--- src/rtl/assert_macros.svh ---
// Assertion helpers shared by the RTL files.
`ifndef ASSERT_MACROS_SVH
`define ASSERT_MACROS_SVH

// Check a property on every rising clock edge outside of reset.
`define ASSERT_CLK(label, prop, msg) \
    label: assert property (@(posedge clk) disable iff (!rst_n) (prop)) else $error(msg);

// Check that a condition implies another one on the next clock edge.
`define ASSERT_NEXT(label, cond, expr, msg) \
    label: assert property (@(posedge clk) disable iff (!rst_n) (cond) |=> (expr)) \
        else $error(msg);

`endif

--- src/rtl/mavg_pkg.sv ---
package mavg_pkg;

    localparam int WINDOW_MAX  = 32;
    localparam int SAMPLE_BITS = 16;

    localparam int SLOT_BITS   = (WINDOW_MAX > 1) ? $clog2(WINDOW_MAX) : 1;
    localparam int CNT_BITS    = $clog2(WINDOW_MAX + 1);
    localparam int SUM_BITS    = SAMPLE_BITS + SLOT_BITS;
    localparam int DCNT_BITS   = $clog2(SUM_BITS + 1);
    localparam int CFG_BITS    = 6;

    localparam logic [CFG_BITS-1:0] WINDOW_RESET = CFG_BITS'(5);

    typedef enum logic [1:0] {
        ST_IDLE,
        ST_SUM,
        ST_DIV,
        ST_DONE
    } mavg_state_t;

    typedef struct packed {
        logic load;
        logic sum_en;
        logic div_start;
        logic div_en;
        logic out_load;
    } mavg_cmd_t;

    typedef struct packed {
        logic sum_done;
        logic div_done;
    } mavg_stat_t;

endpackage

--- src/rtl/mavg_ctrl.sv ---
`include "assert_macros.svh"

module mavg_ctrl (
    input  logic                clk,
    input  logic                rst_n,
    input  logic                s_tvalid,
    output logic                s_tready,
    output logic                m_tvalid,
    input  logic                m_tready,
    input  mavg_pkg::mavg_stat_t stat,
    output mavg_pkg::mavg_cmd_t  cmd
);
    import mavg_pkg::*;

    mavg_state_t state_reg;
    mavg_state_t state_next;
    logic        m_tvalid_reg;
    logic        m_tvalid_next;
    logic        out_free;

    assign out_free = !m_tvalid_reg || m_tready;

    always_comb
    begin
        state_next = state_reg;
        unique case (state_reg)
            ST_IDLE:
            begin
                if (s_tvalid)
                begin
                    state_next = ST_SUM;
                end
            end
            ST_SUM:
            begin
                if (stat.sum_done)
                begin
                    state_next = ST_DIV;
                end
            end
            ST_DIV:
            begin
                if (stat.div_done)
                begin
                    state_next = ST_DONE;
                end
            end
            ST_DONE:
            begin
                if (out_free)
                begin
                    state_next = ST_IDLE;
                end
            end
            default:
            begin
                state_next = ST_IDLE;
            end
        endcase
    end

    always_comb
    begin
        s_tready      = 1'b0;
        cmd           = '0;
        unique case (state_reg)
            ST_IDLE:
            begin
                s_tready = 1'b1;
                cmd.load = s_tvalid;
            end
            ST_SUM:
            begin
                cmd.sum_en    = 1'b1;
                cmd.div_start = stat.sum_done;
            end
            ST_DIV:
            begin
                cmd.div_en = 1'b1;
            end
            ST_DONE:
            begin
                cmd.out_load = out_free;
            end
            default:
            begin
                cmd = '0;
            end
        endcase
    end

    // Hold the result until the consumer takes it.
    always_comb
    begin
        m_tvalid_next = m_tvalid_reg;
        if (cmd.out_load)
        begin
            m_tvalid_next = 1'b1;
        end
        else if (m_tready)
        begin
            m_tvalid_next = 1'b0;
        end
    end

    always_ff @(posedge clk or negedge rst_n)
    begin
        if (!rst_n)
        begin
            state_reg    <= ST_IDLE;
            m_tvalid_reg <= 1'b0;
        end
        else
        begin
            state_reg    <= state_next;
            m_tvalid_reg <= m_tvalid_next;
        end
    end

    assign m_tvalid = m_tvalid_reg;

    `ASSERT_NEXT(a_accept_to_sum, s_tvalid && s_tready, state_reg == ST_SUM,
                 "accepted sample did not start the summing pass")
    `ASSERT_NEXT(a_done_gives_result, state_reg == ST_DONE && out_free, m_tvalid_reg,
                 "finished item did not present a result")
    `ASSERT_CLK(a_div_only_after_sum, cmd.div_start |-> state_reg == ST_SUM,
                "divider started outside the summing pass")

endmodule

--- src/rtl/mavg_dpath.sv ---
`include "assert_macros.svh"

module mavg_dpath (
    input  logic                                  clk,
    input  logic                                  rst_n,
    input  logic                                  cfg_we,
    input  logic [mavg_pkg::CFG_BITS-1:0]         cfg_wdata,
    input  logic signed [mavg_pkg::SAMPLE_BITS-1:0] sample,
    input  logic                                  first,
    input  mavg_pkg::mavg_cmd_t                   cmd,
    output mavg_pkg::mavg_stat_t                  stat,
    output logic signed [mavg_pkg::SAMPLE_BITS-1:0] average
);
    import mavg_pkg::*;

    logic signed [SAMPLE_BITS-1:0] ring [WINDOW_MAX];

    logic [CFG_BITS-1:0]    window_length_reg;
    logic [SLOT_BITS-1:0]   write_slot_reg;
    logic [CNT_BITS-1:0]    fill_count_reg;
    logic [CNT_BITS-1:0]    count_reg;
    logic [SLOT_BITS-1:0]   rd_ptr_reg;
    logic [SLOT_BITS-1:0]   reads_left_reg;
    logic [SLOT_BITS-1:0]   adds_left_reg;
    logic                   rd_vld_reg;
    logic signed [SAMPLE_BITS-1:0] rd_data_reg;
    logic signed [SUM_BITS-1:0]    window_sum_reg;
    logic [SUM_BITS-1:0]    quo_reg;
    logic [CNT_BITS-1:0]    rem_reg;
    logic [DCNT_BITS-1:0]   div_cnt_reg;
    logic                   neg_reg;
    logic signed [SAMPLE_BITS-1:0] average_reg;

    logic [SLOT_BITS-1:0]   slot;
    logic [CNT_BITS-1:0]    fill_next;
    logic [CNT_BITS-1:0]    eff_win;
    logic [CNT_BITS-1:0]    count_next;
    logic [CNT_BITS:0]      trial;
    logic [CNT_BITS:0]      diff;
    logic                   ge;
    logic [SUM_BITS-1:0]    result;

    always_comb
    begin
        slot = first ? '0 : write_slot_reg;
        if (first)
        begin
            fill_next = CNT_BITS'(1);
        end
        else if (fill_count_reg == CNT_BITS'(WINDOW_MAX))
        begin
            fill_next = fill_count_reg;
        end
        else
        begin
            fill_next = fill_count_reg + CNT_BITS'(1);
        end
        priority if (window_length_reg == '0)
        begin
            eff_win = CNT_BITS'(1);
        end
        else if (int'(window_length_reg) > WINDOW_MAX)
        begin
            eff_win = CNT_BITS'(WINDOW_MAX);
        end
        else
        begin
            eff_win = CNT_BITS'(window_length_reg);
        end
        count_next = (eff_win < fill_next) ? eff_win : fill_next;
    end

    // One restoring step: shift in the next dividend bit, subtract if it fits.
    assign trial  = {rem_reg, quo_reg[SUM_BITS-1]};
    assign diff   = trial - {1'b0, count_reg};
    assign ge     = trial >= {1'b0, count_reg};
    assign result = neg_reg ? -quo_reg : quo_reg;

    assign stat.sum_done = (adds_left_reg == '0);
    assign stat.div_done = (div_cnt_reg == '0);

    always_ff @(posedge clk)
    begin
        if (cmd.load)
        begin
            ring[slot] <= sample;
        end
        rd_data_reg <= ring[rd_ptr_reg];
    end

    always_ff @(posedge clk or negedge rst_n)
    begin
        if (!rst_n)
        begin
            window_length_reg <= WINDOW_RESET;
            write_slot_reg    <= '0;
            fill_count_reg    <= '0;
            count_reg         <= CNT_BITS'(1);
            rd_ptr_reg        <= '0;
            reads_left_reg    <= '0;
            adds_left_reg     <= '0;
            rd_vld_reg        <= 1'b0;
            window_sum_reg    <= '0;
            div_cnt_reg       <= '0;
        end
        else
        begin
            if (cfg_we)
            begin
                window_length_reg <= cfg_wdata;
            end
            rd_vld_reg <= 1'b0;
            if (cmd.load)
            begin
                write_slot_reg <= slot + SLOT_BITS'(1);
                fill_count_reg <= fill_next;
                count_reg      <= count_next;
                rd_ptr_reg     <= slot - SLOT_BITS'(1);
                reads_left_reg <= SLOT_BITS'(count_next - CNT_BITS'(1));
                adds_left_reg  <= SLOT_BITS'(count_next - CNT_BITS'(1));
                window_sum_reg <= {{SLOT_BITS{sample[SAMPLE_BITS-1]}}, sample};
            end
            if (cmd.sum_en)
            begin
                if (reads_left_reg != '0)
                begin
                    rd_ptr_reg     <= rd_ptr_reg - SLOT_BITS'(1);
                    reads_left_reg <= reads_left_reg - SLOT_BITS'(1);
                    rd_vld_reg     <= 1'b1;
                end
                if (rd_vld_reg)
                begin
                    window_sum_reg <= window_sum_reg
                                    + {{SLOT_BITS{rd_data_reg[SAMPLE_BITS-1]}}, rd_data_reg};
                    adds_left_reg  <= adds_left_reg - SLOT_BITS'(1);
                end
            end
            if (cmd.div_start)
            begin
                div_cnt_reg <= DCNT_BITS'(SUM_BITS);
            end
            else if (cmd.div_en && div_cnt_reg != '0)
            begin
                div_cnt_reg <= div_cnt_reg - DCNT_BITS'(1);
            end
        end
    end

    always_ff @(posedge clk)
    begin
        if (cmd.div_start)
        begin
            neg_reg <= window_sum_reg[SUM_BITS-1];
            quo_reg <= window_sum_reg[SUM_BITS-1] ? -window_sum_reg : window_sum_reg;
            rem_reg <= '0;
        end
        else if (cmd.div_en && div_cnt_reg != '0)
        begin
            rem_reg <= ge ? diff[CNT_BITS-1:0] : trial[CNT_BITS-1:0];
            quo_reg <= {quo_reg[SUM_BITS-2:0], ge};
        end
        if (cmd.out_load)
        begin
            average_reg <= result[SAMPLE_BITS-1:0];
        end
    end

    assign average = average_reg;

    `ASSERT_CLK(a_read_in_sum, rd_vld_reg |-> $past(cmd.sum_en),
                "ring read issued outside the summing pass")
    `ASSERT_CLK(a_reads_lead_adds, reads_left_reg <= adds_left_reg,
                "more ring reads pending than additions")
    `ASSERT_CLK(a_quotient_range,
                (cmd.div_en && stat.div_done)
                    |-> quo_reg <= SUM_BITS'(1 << (SAMPLE_BITS - 1)),
                "mean magnitude exceeds the sample range")

endmodule

--- src/rtl/moving_average_filter_core.sv ---
// Moving-average filter with warm-up. Each input transfer carries one signed
// Q1.15 sample in s_tdata and a start-of-signal flag in s_tuser; each item
// produces exactly one output transfer with the mean of the latest
// min(samples since start, window_length) samples, truncated toward zero.
// Reset acts as a start of signal, and window_length resets to 5 (zero is
// taken as 1, values above 32 as 32); a new window applies from the next
// item on. Items are handled one at a time.
// The newest sample goes straight into the running sum. The N - 1 older
// averaged samples come out of the 32-entry history RAM, which has one read
// port, reads one entry per cycle and registers its read data. The
// shift-subtract divider then runs 21 quotient steps and a last check that
// the step count has run out. Then the output register is loaded; the
// item waits while the output register stays full. The next sample is
// accepted while a finished result still waits in the output register.

module moving_average_filter_core (
    input  logic                             clk,
    input  logic                             rst_n,
    // Configuration: window_length
    input  logic                             cfg_we,
    input  logic [mavg_pkg::CFG_BITS-1:0]    cfg_wdata,
    // Input stream
    input  logic                             s_tvalid,
    output logic                             s_tready,
    input  logic [mavg_pkg::SAMPLE_BITS-1:0] s_tdata,   // [15:0] sample
    input  logic                             s_tuser,   // [0] first
    // Output stream
    output logic                             m_tvalid,
    input  logic                             m_tready,
    output logic [mavg_pkg::SAMPLE_BITS-1:0] m_tdata    // [15:0] average
);
    import mavg_pkg::*;

    mavg_cmd_t                     cmd;
    mavg_stat_t                    stat;
    logic signed [SAMPLE_BITS-1:0] average;

    // Sequence each item: accept, sum, divide, hand off.
    mavg_ctrl u_ctrl (
        .clk      (clk),
        .rst_n    (rst_n),
        .s_tvalid (s_tvalid),
        .s_tready (s_tready),
        .m_tvalid (m_tvalid),
        .m_tready (m_tready),
        .stat     (stat),
        .cmd      (cmd)
    );

    // History RAM, running sum, fill count and divider.
    mavg_dpath u_dpath (
        .clk       (clk),
        .rst_n     (rst_n),
        .cfg_we    (cfg_we),
        .cfg_wdata (cfg_wdata),
        .sample    (s_tdata),
        .first     (s_tuser),
        .cmd       (cmd),
        .stat      (stat),
        .average   (average)
    );

    assign m_tdata = average;

endmodule

--- config.mk ---
export PLATFORM = sky130hd
export DESIGN_NAME = moving_average_filter_core
export DESIGN_NICKNAME = d
export VERILOG_FILES = /design/src/rtl/mavg_pkg.sv /design/src/rtl/mavg_ctrl.sv /design/src/rtl/mavg_dpath.sv /design/src/rtl/moving_average_filter_core.sv
export VERILOG_INCLUDE_DIRS = /design/src /design/src/rtl
export SDC_FILE = /design/constraint.sdc
export NUM_CORES = 1
export LEC_CHECK = 0
export ABC_CLOCK_PERIOD_IN_PS = 6550
export BUFFER_PORTS_ARGS = -buffer_cell sky130_fd_sc_hd__buf_2
export CAP_MARGIN = 20
export CORE_MARGIN = 2
export CORE_UTILIZATION = 55
export DETAILED_ROUTE_END_ITERATION = 16
export GPL_TIMING_DRIVEN = 0
export PLACE_DENSITY = 0.69
export SETUP_SLACK_MARGIN = 0.2
export SYNTH_ARGS = -nofsm -noshare
export SYNTH_HDL_FRONTEND = slang
export SYNTH_SLANG_ARGS = --single-unit
--- constraint.sdc ---
create_clock -name clk -period 6.55 [get_ports clk]
set_input_delay 0.9825 -clock clk [delete_from_list [all_inputs] [get_ports clk]]
set_output_delay 0.9825 -clock clk [all_outputs]
set_load 0.02 [all_outputs]
==> summary.md, run 1 <==
| Metric | Value |
|---|---|
| Post-synth top cells | 550 x edfxtp_1, 160 x mux4_2, 130 x nand2_1 |
| Switch Pwr | 4.49 mW |
| Worst Setup End Kind | flip-flop |
| Crit path buffers/inverters | 2 |
| R2R Setup Slk | 2.41 ns |
| CTS sink cnt | 640 |
| Initial Util | 0.556 |
| Reg clk slew, reported paths | 0.06 ns |
| P per Cell Area | 442 nW/µm² |
| HP Class | in -> async |
| Site Rows | slightly above 80 |
| Sequential Power Share | 0.384 |
| PortBufs | 44 |
| RD Place Congestion | 0.862 |
| Clock Tree Buf Depth | 3 |
| DRC viols | 0 |
| Register bit total from synthesis | 640 |
| CTS H-Tree Depth | 3 |
| Worst setup path class | reg -> reg |
| Logic pwr share | 0.348 |
| First DRT Iteration DRCs | 1554 |
| Area share of the largest cell type after synthesis | 0.608 |
| Most common cell in the netlist | edfxtp_1 |
| Hold Fails Final Rpt | 0 |
| Vias per std cell | 6.05 |
| Nets@finish | 1809 |
| Min Tclk post-route | just over 4 ns |
| Clock power frac | 0.268 |
| Worst path slowest cell | o21ai_0 |
| Crit share post-route | 0.632 |
| Synth Warn # | 0 |
| Max-slew headroom | 0.326 |
| Pleak | 10.4 nW |
| # Post-CTS Setup Buffers | 0 |
| R2r endpoint | u_dpath.adds_left_reg[4] |
| First-pass GRT wire length | between 90000 and 100000 µm |
| Fmax | ~240 MHz |
| Wirelength per Cell | 24.9 µm |
| Least-Margin Pin Slew | roughly 1.0 ns |
| Worst setup SP type | flip-flop |
| Total grt overflow | 0 |
| Root Driver | clkbuf_16 |
| Cts hold-fix bufs | 0 |
| Area Growth Syn to Fin | 12.9% |
| Ys async rst share | 0.106 |
| Io pins | between 40 and 50 |
| CP max FO | 6 |
| Reg2Reg Depth | 18 |
| EDFF count, synth | 550 |
| DIE WIDTH | between 200 and 250 µm |
| Core footprint | ~49000 µm² |
| Gates resized, CTS repair | 0 |
| Largest net degree at the start of global routing | 54 |
| Routed wire length | between 60000 and 70000 µm |
| Total negative slack | 0 ns |
| Synth area leaders | edfxtp_1 61%, mux4_2 13%, dfrtp_1 6.0% |
| Initial antenna violation count | 0 |
| Clk Latency, worst-skew pair | slightly above 0.6 ns |
| Max_cap viols | 0 |
| Layout cells sized above 1 | 0.224 |
| Syn Inst Count | 1597 |
| Worst R2R Start | u_dpath.fill_count_reg[0] |
| Antenna-violating nets left | 0 |
| Final Power | 13.6 mW |
| Switching share of power | 0.331 |
| Post-synth top area cell | edfxtp_1 |
| Syn Std Cell Area | 27200 µm² |
| Setup-failing EPs final | 0 |
| Status | complete, no violations |
| Tot GR Track Use | 0.249 |
| Worst VDD drop | 246 µV |
| Vias in the first global route | 14723 |
| RSZ-0062 raised after global routing | no |
| Synth Flop Type | edfxtp_1 |
| Avg Synthesized Cell Area | approximately 17 µm² |
| Sequential share of the synthesized area | 0.687 |
| Arr. time, crit path | roughly 4.6 ns |
| Clock Skew | ~0.032 ns |
| CTS Buf Count | 66 |
| Max-slew violations | 0 |
| DIE AREA | 51200 µm² |
| Cells along the critical path | inv_1 -> ha_1 -> nor4b_4 -> a21oi_1 -> and2_1 -> inv_1 -> ha_1 -> nand2_1 -> o21ai_0 -> nor2_1 -> o31ai_2 -> ha_1 -> nand2_1 -> nor2_1 -> xor2_1 -> mux2i_1 -> nor3_1 -> a221o_1 |
| Die height | 226 µm |
| Total number of vias | 14788 |
| Most frequent CP cell | ha_1 |
| Layout fillers | 3498 |
| Family with the most delay on the worst path | compound AO/OA/AOI/OAI gates |
| Diode count | 0 |
| CTS tree | done |
| Largest stage delay, worst path | 0.45 ns |
| P_int | 9.07 mW |
| Syn nets | 1677 |
| Max reg flops | 512 |
| Cell variety after synth | 69 |
| Critical Path RT | 7.02 ns |
| Post-DP HPWL | 40000 µm |
| DR pass1 iterations | 7 |
cell families (layout without fill, tap and decap cells):
group / count (synthesis) / after routing / synth area share
flip-flops: 640 / 640 / 0.687
buffers and inverters: 116 / 298 / 0.0169
AND/OR/NAND/NOR: 324 / 324 / 0.0555
adder cells (fa/ha/maj): 52 / 52 / 0.0245
AO/OA/AOI/OAI: 204 / 204 / 0.0480
multiplexers: 195 / 195 / 0.147
XOR/XNOR: 66 / 66 / 0.0213
through the flow:
step	util	cells	instance area, µm²	worst slack, ns	hold slack (ns)
final	0.628	2443	30700	2.41	0.264
after detailed placement	0.585	2325	28600	1.93	0.473
after global placement	0.578	2305	28200	1.99	0.463
after floorplan	-	1597	27200	2.74	0.445
after CTS	0.628	2443	30700	2.40	0.250
after global routing	0.628	2443	30700	2.04	0.258
power by group through the flow:
stage | Combinational [mW] | Clock [mW] | Sequential [mW]
2_1_floorplan | 3.36 | 0 | 5.23
3_3_place_gp | 4.58 | 0 | 5.27
3_5_place_dp | 4.69 | 0 | 5.29
4_1_cts | 4.73 | 3.69 | 5.21
5_1_grt | 5.13 | 3.85 | 5.26
6_report | 4.72 | 3.63 | 5.21
layout make-up:
cell class                 count  area [µm²]  area share
timing repair buffer          64         504      0.0164
clock inverter                36         322      0.0105
buffer                        77         312      0.0102
multi-input combinational    841        8110       0.265
clock buffer                  82        1770      0.0579
sequential                   640       18700       0.609
inverter                      39         146     0.00477
tap                          664         831      0.0271
worst max path at each step:
stage | startpoint | endpoint | slack (ns) | depth (start not counted)
finish | u_dpath.fill_count_reg[0] | u_dpath.adds_left_reg[4] | 2.41 | 18
global route | u_dpath.fill_count_reg[0] | u_dpath.adds_left_reg[4] | 2.04 | 18
CTS | u_dpath.fill_count_reg[0] | u_dpath.adds_left_reg[4] | 2.40 | 18
detailed placement | s_tuser | u_dpath.adds_left_reg[4] | 1.93 | 17
floorplan | s_tuser | u_dpath.adds_left_reg[4] | 2.74 | 15
global placement | s_tvalid | u_dpath.ring[21][0] | 1.99 | 6
cell usage in the layout (no fill, tap or decap), types with 14 or more instances in the layout:
cell type	Yosys	routed
nand2_1	130	130
ha_1	50	50
mux4_2	160	160
clkbuf_16	0	68
edfxtp_1	550	550
dfxtp_1	22	22
nor2_1	84	55
nand3_1	17	17
xor2_1	30	30
clkbuf_1	52	64
nand2b_1	14	14
o21ai_0	73	73
inv_1	39	39
buf_1	15	15
nor3_1	20	20
mux2_2	23	23
nor2_2	0	29
xnor2_1	36	36
buf_2	6	49
a21oi_1	40	40
dfrtp_1	65	65
per-layer routing:
layer	GRT usage	wire, µm	vias to the layer above
met2	0.394	29300	517
met4	0.0724	1500	0
met1	0.353	25700	7634
met5	0	0	-
li1	-	-	6548
met3	0.0507	4310	89
Power figures use the tool's default switching activity.
==> inputs of run 2 (changes only) <==
- ABC_CLOCK_PERIOD_IN_PS: 6550 -> 4300
- clock period: 6.55 -> 4.3 ns (I/O delays scaled with it)
==> run 2 against run 1 <==
Effect of this change:
- total power is 52% higher
- cell area grew 0.20%
- hold slack improved by 0.024 ns
- core utilization grew 0.12 points
- flip-flop and latch count did not move
- wire length about the same
- global-route usage hardly changed
- largest power group unchanged
- critical path depth down 10
- count of clock-buffer cells in the layout unchanged
- critical path type unchanged
- setup slack worse by 2.1 ns
- fmax is 4.2% higher
==> summary.md, run 2 (synthesis results as in run 1) <==
| Metric | Value |
|---|---|
| Die height | around 230 µm |
| Wirelength per Cell | 24.9 µm |
| Fmax | 252 MHz |
| Largest stage delay, worst path | 0.83 ns |
| Family with the most delay on the worst path | simple AND/OR/NAND/NOR gates |
| Crit path buffers/inverters | 4 |
| Max-slew violations | 0 |
| Post-DP HPWL | 40000 µm |
| Reg clk slew, reported paths | around 0.06 ns |
| Vias in the first global route | 14735 |
| Max_cap viols | 0 |
| Hold Fails Final Rpt | 0 |
| DR pass1 iterations | 7 |
| Max-slew headroom | 0.311 |
| CTS Buf Count | 66 |
| Worst VDD drop | 374 µV |
| Arr. time, crit path | 4.28 ns |
| Setup-failing EPs final | 0 |
| Core footprint | 48800 µm² |
| Area Growth Syn to Fin | 13.1% |
| Least-Margin Pin Slew | 1.03 ns |
| HP Class | in -> reg |
| DIE WIDTH | roughly 230 µm |
| Antenna-violating nets left | 0 |
| CTS tree | done |
| Site Rows | 81 |
| CTS sink cnt | 640 |
| Worst setup SP type | flip-flop |
| Initial antenna violation count | 0 |
| CTS H-Tree Depth | 3 |
| Io pins | 46 |
| DIE AREA | between 50000 and 60000 µm² |
| Status | complete, no violations |
| CP max FO | 10 |
| Crit share post-route | 0.924 |
| Routed wire length | 60800 µm |
| RD Place Congestion | between 0.8 and 0.9 |
| Max reg flops | 512 |
| Critical Path RT | 4.61 ns |
| Dpl ws | between 0.015 and 0.02 ns |
| Most frequent cells in the layout | 550 x edfxtp_1, 160 x mux4_2, 130 x nand2_1 |
| Design area | around 31000 µm² |
| Diode count | 0 |
| Post-DP Area | ~29000 µm² |
| Layout cells sized above 1 | 0.227 |
| Worst setup path class | reg -> reg |
| Total negative slack | 0 ns |
| Worst Setup End Kind | flip-flop |
| Cells along the critical path | inv_1 -> ha_1 -> and2_1 -> clkbuf_1 -> buf_1 -> nand2_1 -> nor2_1 -> buf_6 |
| Largest net degree at the start of global routing | 54 |
| P per Cell Area | 673 nW/µm² |
| Commonest non-fill, non-tap cell in the layout | edfxtp_1 |
| Clk Latency, worst-skew pair | 0.61 ns |
| Final Util | 0.629 |
| Vias per std cell | 6.04 |
| First DRT Iteration DRCs | 1603 |
| Root Driver | clkbuf_16 |
| Clock Tree Buf Depth | 3 |
| Nets@finish | 1813 |
| Min Hold Slack | about 0.29 ns |
| Fin worst setup slack | 0.326 ns |
| Clock Skew | 0.0290 ns |
| Total number of vias | 14770 |
| Pleak | ~10 nW |
| Initial Util | 0.556 |
| PortBufs | 44 |
| Tot GR Track Use | 0.249 |
| Min Tclk post-route | 3.97 ns |
| Total grt overflow | 0 |
| Worst path slowest cell | nor2_1 |
| RSZ-0062 raised after global routing | yes |
| Layout fillers | 3491 |
| DRC viols | 0 |
| First-pass GRT wire length | slightly above 90000 µm |
run 2: metrics by stage:
step	power (mW)	instances
floorplan	13.1	1597
global route	21.7	2447
detailed placement	15.2	2325
global placement	15.0	2305
CTS	20.8	2444
finish	20.7	2447
run 2: worst reg2reg max path, cell delays in order (launching register included):
cell	delay, ns
dfrtp_1	0.40
inv_1	0.11
ha_1	0.32
and2_1	0.18
clkbuf_1	0.45
buf_1	0.55
nand2_1	0.60
nor2_1	0.83
buf_6	0.25
run 2: final cells by class:
class	instances	area (µm²)	area share
Clock buffer	82	1770	0.0577
Tap cell	664	831	0.0270
Timing Repair Buffer	68	549	0.0179
Clock inverter	36	322	0.0105
Sequential cell	640	18700	0.607
Buffer	77	312	0.0101
Multi-Input combinational cell	841	8130	0.265
Inverter	39	146	0.00476
run 2: timing repair:
item,CTS,global route
endpoints found under the hold margin,15,0
resized for setup,1,3
pin swaps,0,1
hold buffers,1,0
setup buffers,0,3
setup endpoints to repair,1,27
gates cloned,0,0
run 2: final timing paths:
| check | startpoint | endpoint | slack, ns | cells after the start |
|---|---|---|---|---|
| worst max register to register | u_ctrl.state_reg[0] | u_dpath.ring[12][4] | 0.33 | 8 |
| worst min register to register | u_dpath.count_reg[2] | u_dpath.count_reg[2] | 0.48 | 2 |
| max in group asynchronous | rst_n | u_dpath.count_reg[0] | 3.24 | 3 |
| worst max-delay path | u_ctrl.state_reg[0] | u_dpath.ring[12][4] | 0.33 | 8 |
| min in group asynchronous | rst_n | u_dpath.div_cnt_reg[1] | 0.47 | 2 |
| worst min-delay path | cfg_wdata[0] | u_dpath.window_length_reg[0] | 0.29 | 2 |
run 2: per-layer routing:
layer	vias up	GRT usage	routed length, µm	share of wire
met2	533	0.394	29400	0.48
met3	87	0.0507	4550	0.075
met5	-	0	0	0
met4	0	0.0724	1500	0.025
li1	6547	-	-	-
met1	7603	0.353	25400	0.42
run 2: power by group:
group | switching, mW | internal, mW
logic | 4.00 | 3.22
registers | 0.505 | 7.43
clock network | 2.33 | 3.19
==> inputs of run 3 (changes only) <==
- ABC_CLOCK_PERIOD_IN_PS: 4300 -> 3800
- clock period: 4.3 -> 3.8 ns (I/O delays scaled with it)
==> run 3 against run 2 <==
Effect of this change:
- setup slack lost 0.036 ns
- global-route usage up 0.10 points
- sequential power is 13% higher
- sequential share of layout area is 0.51 points lower
- fmax rose by 13%
- largest power group unchanged
- combinational power grew 15%
- clock power grew 13%
- register-to-register slack got worse by 0.04 ns
- core utilization increased by 0.55 points
- critical path depth grew 10
- final cell count up 0.49%
==> summary.md, run 3 (synthesis results as in run 1) <==
| Metric | Value |
|---|---|
| P per Cell Area | 760 nW/µm² |
| Max reg flops | 512 |
| Switching share of power | 0.331 |
| Reg clk slew, reported paths | 0.06 ns |
| Antenna-violating nets left | 0 |
| P_int | 15.8 mW |
| Routed wire length | between 60000 and 70000 µm |
| Tot GR Track Use | 0.250 |
| Nets@finish | 1824 |
| Initial antenna violation count | 0 |
| PortBufs | 44 |
| Clock Skew | about 0.029 ns |
| DR pass1 iterations | 7 |
| Crit path to | u_dpath.adds_left_reg[4] |
| Clock Tree Buf Depth | 3 |
| CP Depth | 18 |
| Max-slew violations | 0 |
| Commonest non-fill, non-tap cell in the layout | edfxtp_1 |
| Fin worst setup slack | 0.290 ns |
| DRC viols | 0 |
| Sequential Power Share | 0.381 |
| Vias in the first global route | 14806 |
| Least-Margin Pin Slew | 1.03 ns |
| CTS tree | done |
| Most frequent cells in the layout | 550 x edfxtp_1, 160 x mux4_2, 125 x nand2_1 |
| Die height | between 200 and 250 µm |
| CTS H-Tree Depth | 3 |
| CTS Buf Count | between 60 and 70 |
| Max_cap viols | 0 |
| CP max FO | 5 |
| Largest stage delay, worst path | between 0.4 and 0.5 ns |
| Non-filler cells in the finished layout | 2459 |
| Worst VDD drop | approximately 420 µV |
| Post-DP Area | 28600 µm² |
| Crit share post-route | 0.924 |
| Total grt overflow | 0 |
| Dpl cells | 2325 |
| Status | complete, no violations |
| Largest net degree at the start of global routing | 54 |
| HP Class | in -> reg |
| Hold Fails Final Rpt | 0 |
| Total number of vias | approximately 15000 |
| Worst R2R Start | u_dpath.fill_count_reg[0] |
| Root Driver | clkbuf_16 |
| Worst setup SP type | flip-flop |
| Family with the most delay on the worst path | compound AO/OA/AOI/OAI gates |
| Setup-failing EPs final | 0 |
| R2r endpoint | u_dpath.adds_left_reg[4] |
| First-pass GRT wire length | 92500 µm |
| Worst setup path class | reg -> reg |
| R2R Setup Slk | 0.29 ns |
| RD Place Congestion | between 0.8 and 0.9 |
| Site Rows | 81 |
| Area Growth Syn to Fin | 14.1% |
| Most frequent CP cell | nor2_1 |
| Pleak | about 10 nW |
| Final Util | 0.634 |
| Total negative slack | 0 ns |
| Fmax | 285 MHz |
| Worst Setup End Kind | flip-flop |
| Core footprint | 48800 µm² |
| Crit path from | u_dpath.fill_count_reg[0] |
| RSZ-0062 raised after global routing | yes |
| Cells along the critical path | inv_4 -> ha_4 -> nor4b_4 -> buf_4 -> nand3_1 -> a21o_1 -> ha_1 -> o21a_4 -> a21oi_4 -> nor2_1 -> a21oi_2 -> ha_2 -> nand2_1 -> nor2_1 -> xor2_1 -> mux2i_2 -> nor3_1 -> a221o_1 |
| Logic pwr share | 0.353 |
| Dpl ws | -0.408 ns |
| DIE AREA | 51200 µm² |
| Post-DP HPWL | 40000 µm |
| Worst path slowest cell | dfrtp_2 |
| Clock power frac | 0.265 |
| Max-slew headroom | 0.313 |
| Io pins | 46 |
| Min Tclk post-route | 3.51 ns |
| CTS sink cnt | 640 |
| Crit path buffers/inverters | 2 |
| Layout cells sized above 1 | 0.246 |
| Initial Util | 0.556 |
| Final Power | 23.6 mW |
| Clk Latency, worst-skew pair | 0.61 ns |
| Switch Pwr | 7.80 mW |
| Design area | 31000 µm² |
| Vias per std cell | 6.05 |
| Arr. time, crit path | 3.98 ns |
| DIE WIDTH | 226 µm |
| Critical Path RT | about 4.3 ns |
| First DRT Iteration DRCs | 1671 |
| Reg2Reg Depth | 18 |
| Min Hold Slack | around 0.21 ns |
| Wirelength per Cell | around 25 µm |
==> run 3: changes by cell type in the layout (fill, tap and decap cells not counted), sizes merged <==
cell           previous run  this run
clkdlybuf4s15             0         1
buf                      91       101
diode                     0         1
==> run 3: how the worst min path moves through the flow <==
stage / startpoint / end / slack [ns] / depth (start not counted)
2_1_floorplan: rst_n / u_ctrl.m_tvalid / 0.27 / 0
3_3_place_gp: u_dpath.rem_reg[5] / u_dpath.rem_reg[5] / 0.46 / 2
3_5_place_dp: rst_n / u_dpath.div_cnt_reg[1] / 0.47 / 1
4_1_cts: cfg_wdata[0] / u_dpath.window_length_reg[0] / 0.19 / 2
5_1_grt: cfg_wdata[0] / u_dpath.window_length_reg[0] / 0.20 / 2
6_report: cfg_wdata[0] / u_dpath.window_length_reg[0] / 0.21 / 2
==> run 3: power groups by stage <==
stage	Combinational, mW	Sequential [mW]	Clock [mW]
global placement	7.89	9.09	0
floorplan	5.79	9.02	0
CTS	8.23	8.97	6.36
global route	9.03	9.07	6.64
detailed placement	8.09	9.12	0
finish	8.32	8.98	6.25
==> run 3: area by class of cell <==
cell class | count | area (µm²)
flip-flops and latches | 640 | 18700
fillers | 3456 | 17900
multi-input cells | 841 | 8310
clock buffers | 82 | 1770
well taps | 664 | 831
repair buffers | 79 | 619
clock inverters | 36 | 322
plain buffers | 77 | 322
inverters | 39 | 149
diodes | 1 | 2.50
==> run 3: worst register-to-register path: stages (launching register included) <==
cell	delay [ns]
dfrtp_2	0.45
inv_4	0.10
ha_4	0.13
nor4b_4	0.24
buf_4	0.19
nand3_1	0.07
a21o_1	0.24
ha_1	0.32
o21a_4	0.24
a21oi_4	0.12
nor2_1	0.06
a21oi_2	0.14
ha_2	0.23
nand2_1	0.06
nor2_1	0.12
xor2_1	0.09
mux2i_2	0.23
nor3_1	0.10
a221o_1	0.26
==> run 3: per-layer routing <==
metal,part of all wire,GRT usage,vias up
met5,0,0,-
met4,0.025,0.0724,0
met3,0.071,0.0488,88
met2,0.48,0.398,539
met1,0.42,0.354,7674
li1,-,-,6567
==> run 3: timing repair <==
action,in CTS,in global routing
gates resized for setup,32,20
hold buffers,1,0
setup endpoints to repair,359,6
pin swaps,2,10
buffers inserted,5,9
endpoints found under the hold margin,15,0
